`config.mk`:
```
export PLATFORM = sky130hd
export DESIGN_NAME = task_set_hyperperiod_analyzer_unit
export DESIGN_NICKNAME = d
export VERILOG_FILES = /design/src/rtl/core/hpa_pkg.sv /design/src/rtl/core/hpa_gcd.sv /design/src/rtl/core/hpa_div.sv /design/src/rtl/core/task_set_hyperperiod_analyzer_unit.sv
export SDC_FILE = /design/constraint.sdc
export NUM_CORES = 2
export LEC_CHECK = 0
export BUFFER_PORTS_ARGS = -buffer_cell sky130_fd_sc_hd__buf_2
export CELL_PAD_IN_SITES_DETAIL_PLACEMENT = 1
export CELL_PAD_IN_SITES_GLOBAL_PLACEMENT = 1
export CORE_ASPECT_RATIO = 1.4
export CORE_MARGIN = 2
export CORE_UTILIZATION = 51
export CTS_CLUSTER_DIAMETER = 100
export DETAILED_ROUTE_END_ITERATION = 8
export PLACE_DENSITY = 0.81
export SETUP_SLACK_MARGIN = 0.2
export SLEW_MARGIN = 15
export SYNTH_ARGS = -nofsm -noshare
export SYNTH_HDL_FRONTEND = slang
export SYNTH_HIERARCHICAL = 1
export SYNTH_SLANG_ARGS = --single-unit
```
`constraint.sdc`:
```
create_clock -name clk -period 11.7 [get_ports clk]
set_input_delay 2.34 -clock clk [delete_from_list [all_inputs] [get_ports clk]]
set_output_delay 2.34 -clock clk [all_outputs]
set_load 0.01 [all_outputs]
```
`src/rtl/core/hpa_pkg.sv`:
```
// Package for the task set hyperperiod analyzer.
// Holds widths, the sequencer state type, payload structs and unit request/response structs.
// No dependencies.
package hpa_pkg;

  localparam int TIME_W   = 32;                       // width of the time fields
  localparam int FRAC_W   = 16;                       // utilization fraction bits
  localparam int UTIL_W   = 32;                       // utilization sum width
  localparam int DIVD_W   = TIME_W + FRAC_W;          // divider dividend width
  localparam int DCNT_W   = $clog2(DIVD_W + 1);       // divider step counter
  localparam int SHIFT_W  = $clog2(TIME_W);           // common power-of-two count in GCD
  localparam int PROD_W   = 2 * TIME_W;

  typedef enum logic [2:0] {
    ST_IDLE,
    ST_GCD,
    ST_DIVQ,
    ST_LCM,
    ST_UTIL,
    ST_DIVU,
    ST_DONE
  } hpa_state_t;

  typedef struct packed {
    logic [TIME_W-1:0] task_offset;
    logic [TIME_W-1:0] task_deadline;
    logic [TIME_W-1:0] task_period;
    logic [TIME_W-1:0] task_wcet;
    logic              last_task;
  } task_in_t;

  typedef struct packed {
    logic [TIME_W-1:0] hyperperiod;
    logic              hyperperiod_overflow;
    logic              all_synchronous;
    logic              implicit_deadlines;
    logic              constrained_deadlines;
    logic [UTIL_W-1:0] utilization_q16;
    logic              utilization_saturated;
    logic              set_done;
  } task_out_t;

  typedef struct packed {
    logic              start;
    logic [TIME_W-1:0] a;
    logic [TIME_W-1:0] b;
  } gcd_req_t;

  typedef struct packed {
    logic              done;
    logic [TIME_W-1:0] g;
  } gcd_rsp_t;

  typedef struct packed {
    logic              start;
    logic [DIVD_W-1:0] dividend;
    logic [TIME_W-1:0] divisor;
  } div_req_t;

  typedef struct packed {
    logic              done;
    logic [DIVD_W-1:0] quotient;
  } div_rsp_t;

endpackage

```
`src/rtl/core/hpa_gcd.sv`:
```
// Binary GCD unit: one subtract or shift step per cycle.
// Depends on hpa_pkg. Both operands must be nonzero.
module hpa_gcd (
  input  logic            clk,
  input  logic            rst,
  input  hpa_pkg::gcd_req_t req,
  output hpa_pkg::gcd_rsp_t rsp
);
  import hpa_pkg::*;

  logic [TIME_W-1:0]  u;
  logic [TIME_W-1:0]  v;
  logic [SHIFT_W-1:0] k;
  logic               busy;
  logic               done;
  logic [TIME_W-1:0]  g;
  logic [TIME_W-1:0]  u_minus_v;
  logic [TIME_W-1:0]  v_minus_u;

  assign u_minus_v = u - v;
  assign v_minus_u = v - u;

  always_ff @(posedge clk) begin
    if (rst) begin
      busy <= 1'b0;
      done <= 1'b0;
    end else begin
      done <= 1'b0;
      if (req.start) begin
        busy <= 1'b1;
        u    <= req.a;
        v    <= req.b;
        k    <= '0;
      end else if (busy) begin
        if (u == v) begin
          busy <= 1'b0;
          done <= 1'b1;
          g    <= u << k;
        end else if (!u[0] && !v[0]) begin
          u <= u >> 1;
          v <= v >> 1;
          k <= k + 1'b1;
        end else if (!u[0]) begin
          u <= u >> 1;
        end else if (!v[0]) begin
          v <= v >> 1;
        end else if (u > v) begin
          u <= u_minus_v >> 1;
        end else begin
          v <= v_minus_u >> 1;
        end
      end
    end
  end

  assign rsp.done = done;
  assign rsp.g    = g;

endmodule

```
`src/rtl/core/hpa_div.sv`:
```
// Restoring shift-subtract divider, one quotient bit per cycle.
// Depends on hpa_pkg. Divisor must be nonzero.
module hpa_div (
  input  logic            clk,
  input  logic            rst,
  input  hpa_pkg::div_req_t req,
  output hpa_pkg::div_rsp_t rsp
);
  import hpa_pkg::*;

  logic [TIME_W-1:0] rem;
  logic [DIVD_W-1:0] quo;
  logic [TIME_W-1:0] dvs;
  logic [DCNT_W-1:0] cnt;
  logic              busy;
  logic              done;
  logic [TIME_W:0]   shifted;
  logic              fits;
  logic [TIME_W:0]   diff;

  assign shifted = {rem, quo[DIVD_W-1]};
  assign fits    = shifted >= {1'b0, dvs};
  assign diff    = shifted - {1'b0, dvs};

  always_ff @(posedge clk) begin
    if (rst) begin
      busy <= 1'b0;
      done <= 1'b0;
    end else begin
      done <= 1'b0;
      if (req.start) begin
        busy <= 1'b1;
        rem  <= '0;
        quo  <= req.dividend;
        dvs  <= req.divisor;
        cnt  <= DCNT_W'(DIVD_W);
      end else if (busy) begin
        // remainder stays below the divisor, so the top bit drops
        rem <= fits ? diff[TIME_W-1:0] : shifted[TIME_W-1:0];
        quo <= {quo[DIVD_W-2:0], fits};
        cnt <= cnt - 1'b1;
        if (cnt == DCNT_W'(1)) begin
          busy <= 1'b0;
          done <= 1'b1;
        end
      end
    end
  end

  assign rsp.done     = done;
  assign rsp.quotient = quo;

endmodule

```
`src/rtl/core/task_set_hyperperiod_analyzer_unit.sv`:
```
// Task set hyperperiod analyzer: running LCM, deadline/offset flags, Q16.16 utilization.
// One request at a time: the result register loads once the request has passed the binary GCD,
// up to two passes of the shared divider and a free output register.
// Throughput: the next request is taken the cycle after the result register loads.
// Reset (rst, synchronous) empties the output register and returns the set state to start.
// Depends on hpa_pkg, hpa_gcd, hpa_div.
module task_set_hyperperiod_analyzer_unit (
  input  logic              clk,
  input  logic              rst,
  input  logic              in_valid,
  output logic              in_ready,
  input  hpa_pkg::task_in_t  in_data,
  output logic              out_valid,
  input  logic              out_ready,
  output hpa_pkg::task_out_t out_data
);
  import hpa_pkg::*;

  hpa_state_t state, state_next;

  // set state
  logic [TIME_W-1:0] running_lcm;
  logic              lcm_overflowed;
  logic [TIME_W-1:0] first_offset;
  logic              have_first;
  logic              sync_flag;
  logic              implicit_flag;
  logic              constrained_flag;
  logic [UTIL_W-1:0] util_sum;
  logic              util_clipped;

  // current request
  logic [TIME_W-1:0] period;
  logic [TIME_W-1:0] wcet;
  logic              last;
  logic [PROD_W-1:0] prod;

  gcd_req_t gcd_req;
  gcd_rsp_t gcd_rsp;
  div_req_t div_req;
  div_rsp_t div_rsp;

  logic              accept;
  logic              out_free;
  logic [TIME_W-1:0] lcm_base;
  logic              lcm_skip;
  logic [UTIL_W:0]   util_total;

  assign accept   = in_valid && in_ready;
  assign out_free = !out_valid || out_ready;
  assign lcm_base = (running_lcm == '0) ? TIME_W'(1) : running_lcm;
  assign lcm_skip = lcm_overflowed || (in_data.task_period == '0);
  // quotient fits UTIL_W+1 bits only if upper bits are zero; otherwise clip anyway
  assign util_total = {1'b0, util_sum} + (UTIL_W+1)'(div_rsp.quotient);

  hpa_gcd u_gcd (
    .clk (clk),
    .rst (rst),
    .req (gcd_req),
    .rsp (gcd_rsp)
  );

  hpa_div u_div (
    .clk (clk),
    .rst (rst),
    .req (div_req),
    .rsp (div_rsp)
  );

  always_ff @(posedge clk) begin
    if (rst) begin
      state <= ST_IDLE;
    end else begin
      state <= state_next;
    end
  end

  always_comb begin
    state_next       = state;
    in_ready         = 1'b0;
    gcd_req.start    = 1'b0;
    gcd_req.a        = lcm_base;
    gcd_req.b        = in_data.task_period;
    div_req.start    = 1'b0;
    div_req.dividend = {wcet, FRAC_W'(0)};
    div_req.divisor  = period;
    case (state)
      ST_IDLE: begin
        in_ready = 1'b1;
        if (in_valid) begin
          if (lcm_skip) begin
            state_next = ST_UTIL;
          end else begin
            gcd_req.start = 1'b1;
            state_next    = ST_GCD;
          end
        end
      end
      ST_GCD: begin
        if (gcd_rsp.done) begin
          div_req.start    = 1'b1;
          div_req.dividend = DIVD_W'(lcm_base);
          div_req.divisor  = gcd_rsp.g;
          state_next       = ST_DIVQ;
        end
      end
      ST_DIVQ: begin
        if (div_rsp.done) begin
          state_next = ST_LCM;
        end
      end
      ST_LCM: begin
        state_next = ST_UTIL;
      end
      ST_UTIL: begin
        if (util_clipped || period == '0) begin
          state_next = ST_DONE;
        end else begin
          div_req.start = 1'b1;
          state_next    = ST_DIVU;
        end
      end
      ST_DIVU: begin
        if (div_rsp.done) begin
          state_next = ST_DONE;
        end
      end
      ST_DONE: begin
        if (out_free) begin
          state_next = ST_IDLE;
        end
      end
      default: begin
        state_next = ST_IDLE;
      end
    endcase
  end

  // quotient of lcm/g times the period; product registered before the overflow check
  always_ff @(posedge clk) begin
    if (state == ST_DIVQ && div_rsp.done) begin
      prod <= PROD_W'(div_rsp.quotient[TIME_W-1:0]) * PROD_W'(period);
    end
  end

  always_ff @(posedge clk) begin
    if (accept) begin
      period <= in_data.task_period;
      wcet   <= in_data.task_wcet;
      last   <= in_data.last_task;
    end
  end

  always_ff @(posedge clk) begin
    if (rst) begin
      running_lcm      <= TIME_W'(1);
      lcm_overflowed   <= 1'b0;
      first_offset     <= '0;
      have_first       <= 1'b0;
      sync_flag        <= 1'b1;
      implicit_flag    <= 1'b1;
      constrained_flag <= 1'b1;
      util_sum         <= '0;
      util_clipped     <= 1'b0;
      out_valid        <= 1'b0;
    end else begin
      // a drained result is replaced directly when the next one is ready
      if (out_valid && out_ready && state != ST_DONE) begin
        out_valid <= 1'b0;
      end

      if (accept) begin
        if (!have_first) begin
          first_offset <= in_data.task_offset;
          have_first   <= 1'b1;
        end else if (in_data.task_offset != first_offset) begin
          sync_flag <= 1'b0;
        end
        if (in_data.task_deadline != in_data.task_period) begin
          implicit_flag <= 1'b0;
        end
        if (in_data.task_deadline > in_data.task_period) begin
          constrained_flag <= 1'b0;
        end
      end

      if (state == ST_LCM) begin
        if (prod[PROD_W-1:TIME_W] != '0) begin
          lcm_overflowed <= 1'b1;
        end else begin
          running_lcm <= prod[TIME_W-1:0];
        end
      end

      // zero period with nonzero wcet saturates the sum
      if (state == ST_UTIL && !util_clipped && period == '0 && wcet != '0) begin
        util_sum     <= '1;
        util_clipped <= 1'b1;
      end

      if (state == ST_DIVU && div_rsp.done) begin
        if (div_rsp.quotient[DIVD_W-1:UTIL_W] != '0 || util_total[UTIL_W]) begin
          util_sum     <= '1;
          util_clipped <= 1'b1;
        end else begin
          util_sum <= util_total[UTIL_W-1:0];
        end
      end

      if (state == ST_DONE && out_free) begin
        out_valid                      <= 1'b1;
        out_data.hyperperiod           <= running_lcm;
        out_data.hyperperiod_overflow  <= lcm_overflowed;
        out_data.all_synchronous       <= sync_flag;
        out_data.implicit_deadlines    <= implicit_flag;
        out_data.constrained_deadlines <= constrained_flag;
        out_data.utilization_q16       <= util_sum;
        out_data.utilization_saturated <= util_clipped;
        out_data.set_done              <= last;
        if (last) begin
          running_lcm      <= TIME_W'(1);
          lcm_overflowed   <= 1'b0;
          first_offset     <= '0;
          have_first       <= 1'b0;
          sync_flag        <= 1'b1;
          implicit_flag    <= 1'b1;
          constrained_flag <= 1'b1;
          util_sum         <= '0;
          util_clipped     <= 1'b0;
        end
      end
    end
  end

endmodule
```
==> summary.md <==
| Metric | Value |
|---|---|
| Result of the run | finished clean |
| WP data required | ~12 ns |
| Number of fillers in the final layout | between 10000 and 15000 |
| Count of unique library cells instantiated by Yosys | 114 |
| Source-to-sink clock delay at the later pin of the worst-skew pair | 0.66 ns |
| Top fanout value on the critical path | 21 |
| Headroom to the max-slew limit | 21.5% |
| Count of standard-cell rows | 153 |
| Via count of the first global-routing pass | 56302 |
| Minimum clock period after layout | 8.71 ns |
| Register with the most flip-flops | out_data |
| Global router's overall resource usage | roughly a third |
| Most common library cell in the layout ignoring fill and taps | inv_1 |
| CORE AREA | ~0.12 mm2 |
| Largest net degree at the start of global routing | 84 |
| Total of hold buffers inserted after clock tree synthesis | 0 |
| Detail Route Antenna Nets | 0 |
| Clock skew after layout | 0.0405 ns |
| Layout area overhead | 6.94% |
| Residual DRC count | 0 |
| Combined buffer and inverter count along the critical path | 5 |
| Die ar. | 0.128 mm2 |
| Achievable clock frequency | approximately 0.11 GHz |
| Clock Tree Buf Depth | 3 |
| Clock tree from TritonCTS | built |
| RSZ-0062 raised after global routing | false |
| Final layout net count | 8032 |
| Aggregate global routing overflow | 0 |
| Cells after synthesis | 6605 |
| Iteration-0 DRC count of the detailed router | 3196 |
| Clock transition at the registers of the reported paths | around 0.060 ns |
| Hold crit path type | reg -> reg |
| Area of combinational cells with multiple inputs | approximately 0.043 mm2 |
| Final WS setup | 2.99 ns |
| Flip-flop count of the largest register, all copies and words added | 70 |
| Syn nets | 8065 |
| Starting Density | 51.4% |
| Share of post-route cells with drive strength above 1 | roughly a tenth |
| Kind of end point of the critical path | flip-flop |
| # resized after CTS | 0 |
| Num Clock Sinks | about 530 |
| Number of enable flip-flop cells after synthesis | 418 |
| Seq/Total Area, Yosys | 23.1% |
| Die outline width | 303 um |
| Register bit count reported by yosys | 528 |
| IO Port Bufs | approximately 200 |
| Clk Tree Root Cell | clkbuf_16 |
| Max cap viols | 0 |
| Storage cell area | 0.0148 mm2 |
| Detail-routed via count per cell | just under 6 |
| Kind of start point of the critical path | flip-flop |
| Most frequent cells in the layout | inv_1 (1100), fa_1 (900), nand2_1 (708), and2_1 (641), ha_1 (427) |
| Via count | 49212 |
| Drt pass-1 iters | 7 |
| Critical Path Max Stage Delay | ~0.96 ns |
| Transition time at the pin with the least slew margin | about 1.2 ns |
| Half-perimeter wire length of the detailed placement result | 164000 um |
| Yosys warning total | 6 |
| IO Count | 205 |
| Final setup violating endpoints | 0 |
| Synth async-reset ratio | 0% |
| Worst path top cell family by delay | adder cells |
| Final critical-path share of the clock period | between 70% and 80% |
| Placement Setup Slack | roughly 3.1 ns |
| Level count of the clock H-tree | 2 |
| Routability cong. | between 0.9 and 1 |
| Number of cells in the design after placement | between 8000 and 9000 |
| Final routed wire length divided by cell count | 26.0 um |
| Synthesized area per cell | approximately 9.7 um2 |
| First-pass GRT wire length | roughly 330000 um |
| Primary FF master, synth | edfxtp_1 |
| Aggregate routed wire length | 215000 um |
| Final hold vios | 0 |
| Registers with the most flip-flops | out_data: 70 flops, prod: 64 flops, u_div/quo: 48 flops |
| Max-slew violation count | 0 |
| Startpoint-to-endpoint class of the critical path | reg -> reg |
| Cell occurring most often along the worst timing path | fa_1 |
| Antenna violations before repair | 23 |
| Max stage delay cell, worst path | edfxtp_1 |
| Worst EP arrival | between 9 and 10 ns |
| Setup Total Neg Slack | 0 ns |
| Non-filler cells in the finished layout | 8258 |
| Vertical die dimension | 423 um |
| Post-CTS Repair Setup Buffers | 0 |
| Netlist Area Pre-Place | 0.0639 mm2 |
| Clock buffers created by TritonCTS | 58 |
## layer usage
| layer | part of all wire [%] | track usage (%) |
|---|---|---|
| met4 | 6.2 | 19.0 |
| met2 | 52 | 61.5 |
| met1 | 36 | 38.6 |
| met5 | 0.025 | 0 |
| met3 | 5.5 | 4.22 |
## worst paths after layout
| check | from | endpoint | slack, ns | cells after the start |
|---|---|---|---|---|
| max | u_div/quo[19]$_DFFE_PP_ | prod[62]$_DFFE_PP_ | 2.99 | 25 |
| min | implicit_flag$_SDFF_PP1_ | out_data[35]$_DFFE_PP_ | 0.44 | 0 |
| max reg2reg | u_div/quo[19]$_DFFE_PP_ | prod[62]$_DFFE_PP_ | 2.99 | 25 |
| min reg2reg | implicit_flag$_SDFF_PP1_ | out_data[35]$_DFFE_PP_ | 0.44 | 0 |
## metrics by stage
stage | util (%) | hold WS (ns) | area (um2)
final | 55.0 | 0.436 | 68300
after global routing | 55.0 | 0.447 | 68300
after CTS | 54.9 | 0.434 | 68300
after detailed placement | 53.2 | 0.419 | 66100
after global placement | 53.2 | 0.419 | 66100
after floorplan | - | 0.408 | 63900
## synthesized netlist by cell type, types with 96 or more instances
| cell type | count | share of area [%] |
|---|---|---|
| inv_1 | 1101 | 6.5 |
| a21oi_1 | 318 | 2.5 |
| clkbuf_1 | 328 | 1.9 |
| fa_1 | 900 | 28 |
| xnor2_1 | 113 | 1.5 |
| ha_1 | 427 | 8.4 |
| and2_1 | 641 | 6.3 |
| dfxtp_1 | 110 | 3.4 |
| nor2_1 | 203 | 1.2 |
| mux2_2 | 100 | 1.8 |
| nand2_1 | 708 | 4.2 |
| a21o_1 | 113 | 1.3 |
| edfxtp_1 | 418 | 20 |
| o21ai_0 | 176 | 1.4 |
| xor2_1 | 96 | 1.3 |
## worst reg2reg max path: stages (launching register included)
cell      delay [ns]
edfxtp_1        0.96
buf_4           0.47
and2_1          0.23
fa_1            0.46
fa_1            0.53
inv_1           0.05
fa_1            0.47
fa_1            0.52
inv_1           0.06
fa_1            0.55
fa_1            0.44
fa_1            0.50
inv_1           0.05
fa_1            0.50
inv_1           0.05
ha_1            0.35
a21oi_1         0.19
o21bai_1        0.08
a21o_1          0.19
a221oi_1        0.60
and2_1          0.27
a22oi_2         0.11
a21oi_1         0.32
a21oi_1         0.17
nor4_1          0.26
nor3_1          0.09
## cell families after synthesis
family | Yosys count | synth area share, %
XOR/XNOR | 209 | 2.87
adder cells (fa/ha/maj) | 1327 | 36.6
AO/OA/AOI/OAI | 952 | 10.1
multiplexers | 178 | 3.18
AND/OR/NAND/NOR | 1908 | 15.0
buffers and inverters | 1503 | 9.18
flip-flops | 528 | 23.1
## final cells by class
class	count	share of cell area (%)
Inverter	1103	6.06
Clock buffer	69	2.32
Tap cell	1627	2.98
Timing Repair Buffer	307	2.64
Multi-Input combinational cell	4574	63.5
Antenna cell	10	0.0366
Clock inverter	40	0.907
Sequential cell	528	21.6
Power is not shown: default switching activity piles up to over one toggle a cycle in this logic, so the estimate is an artifact.
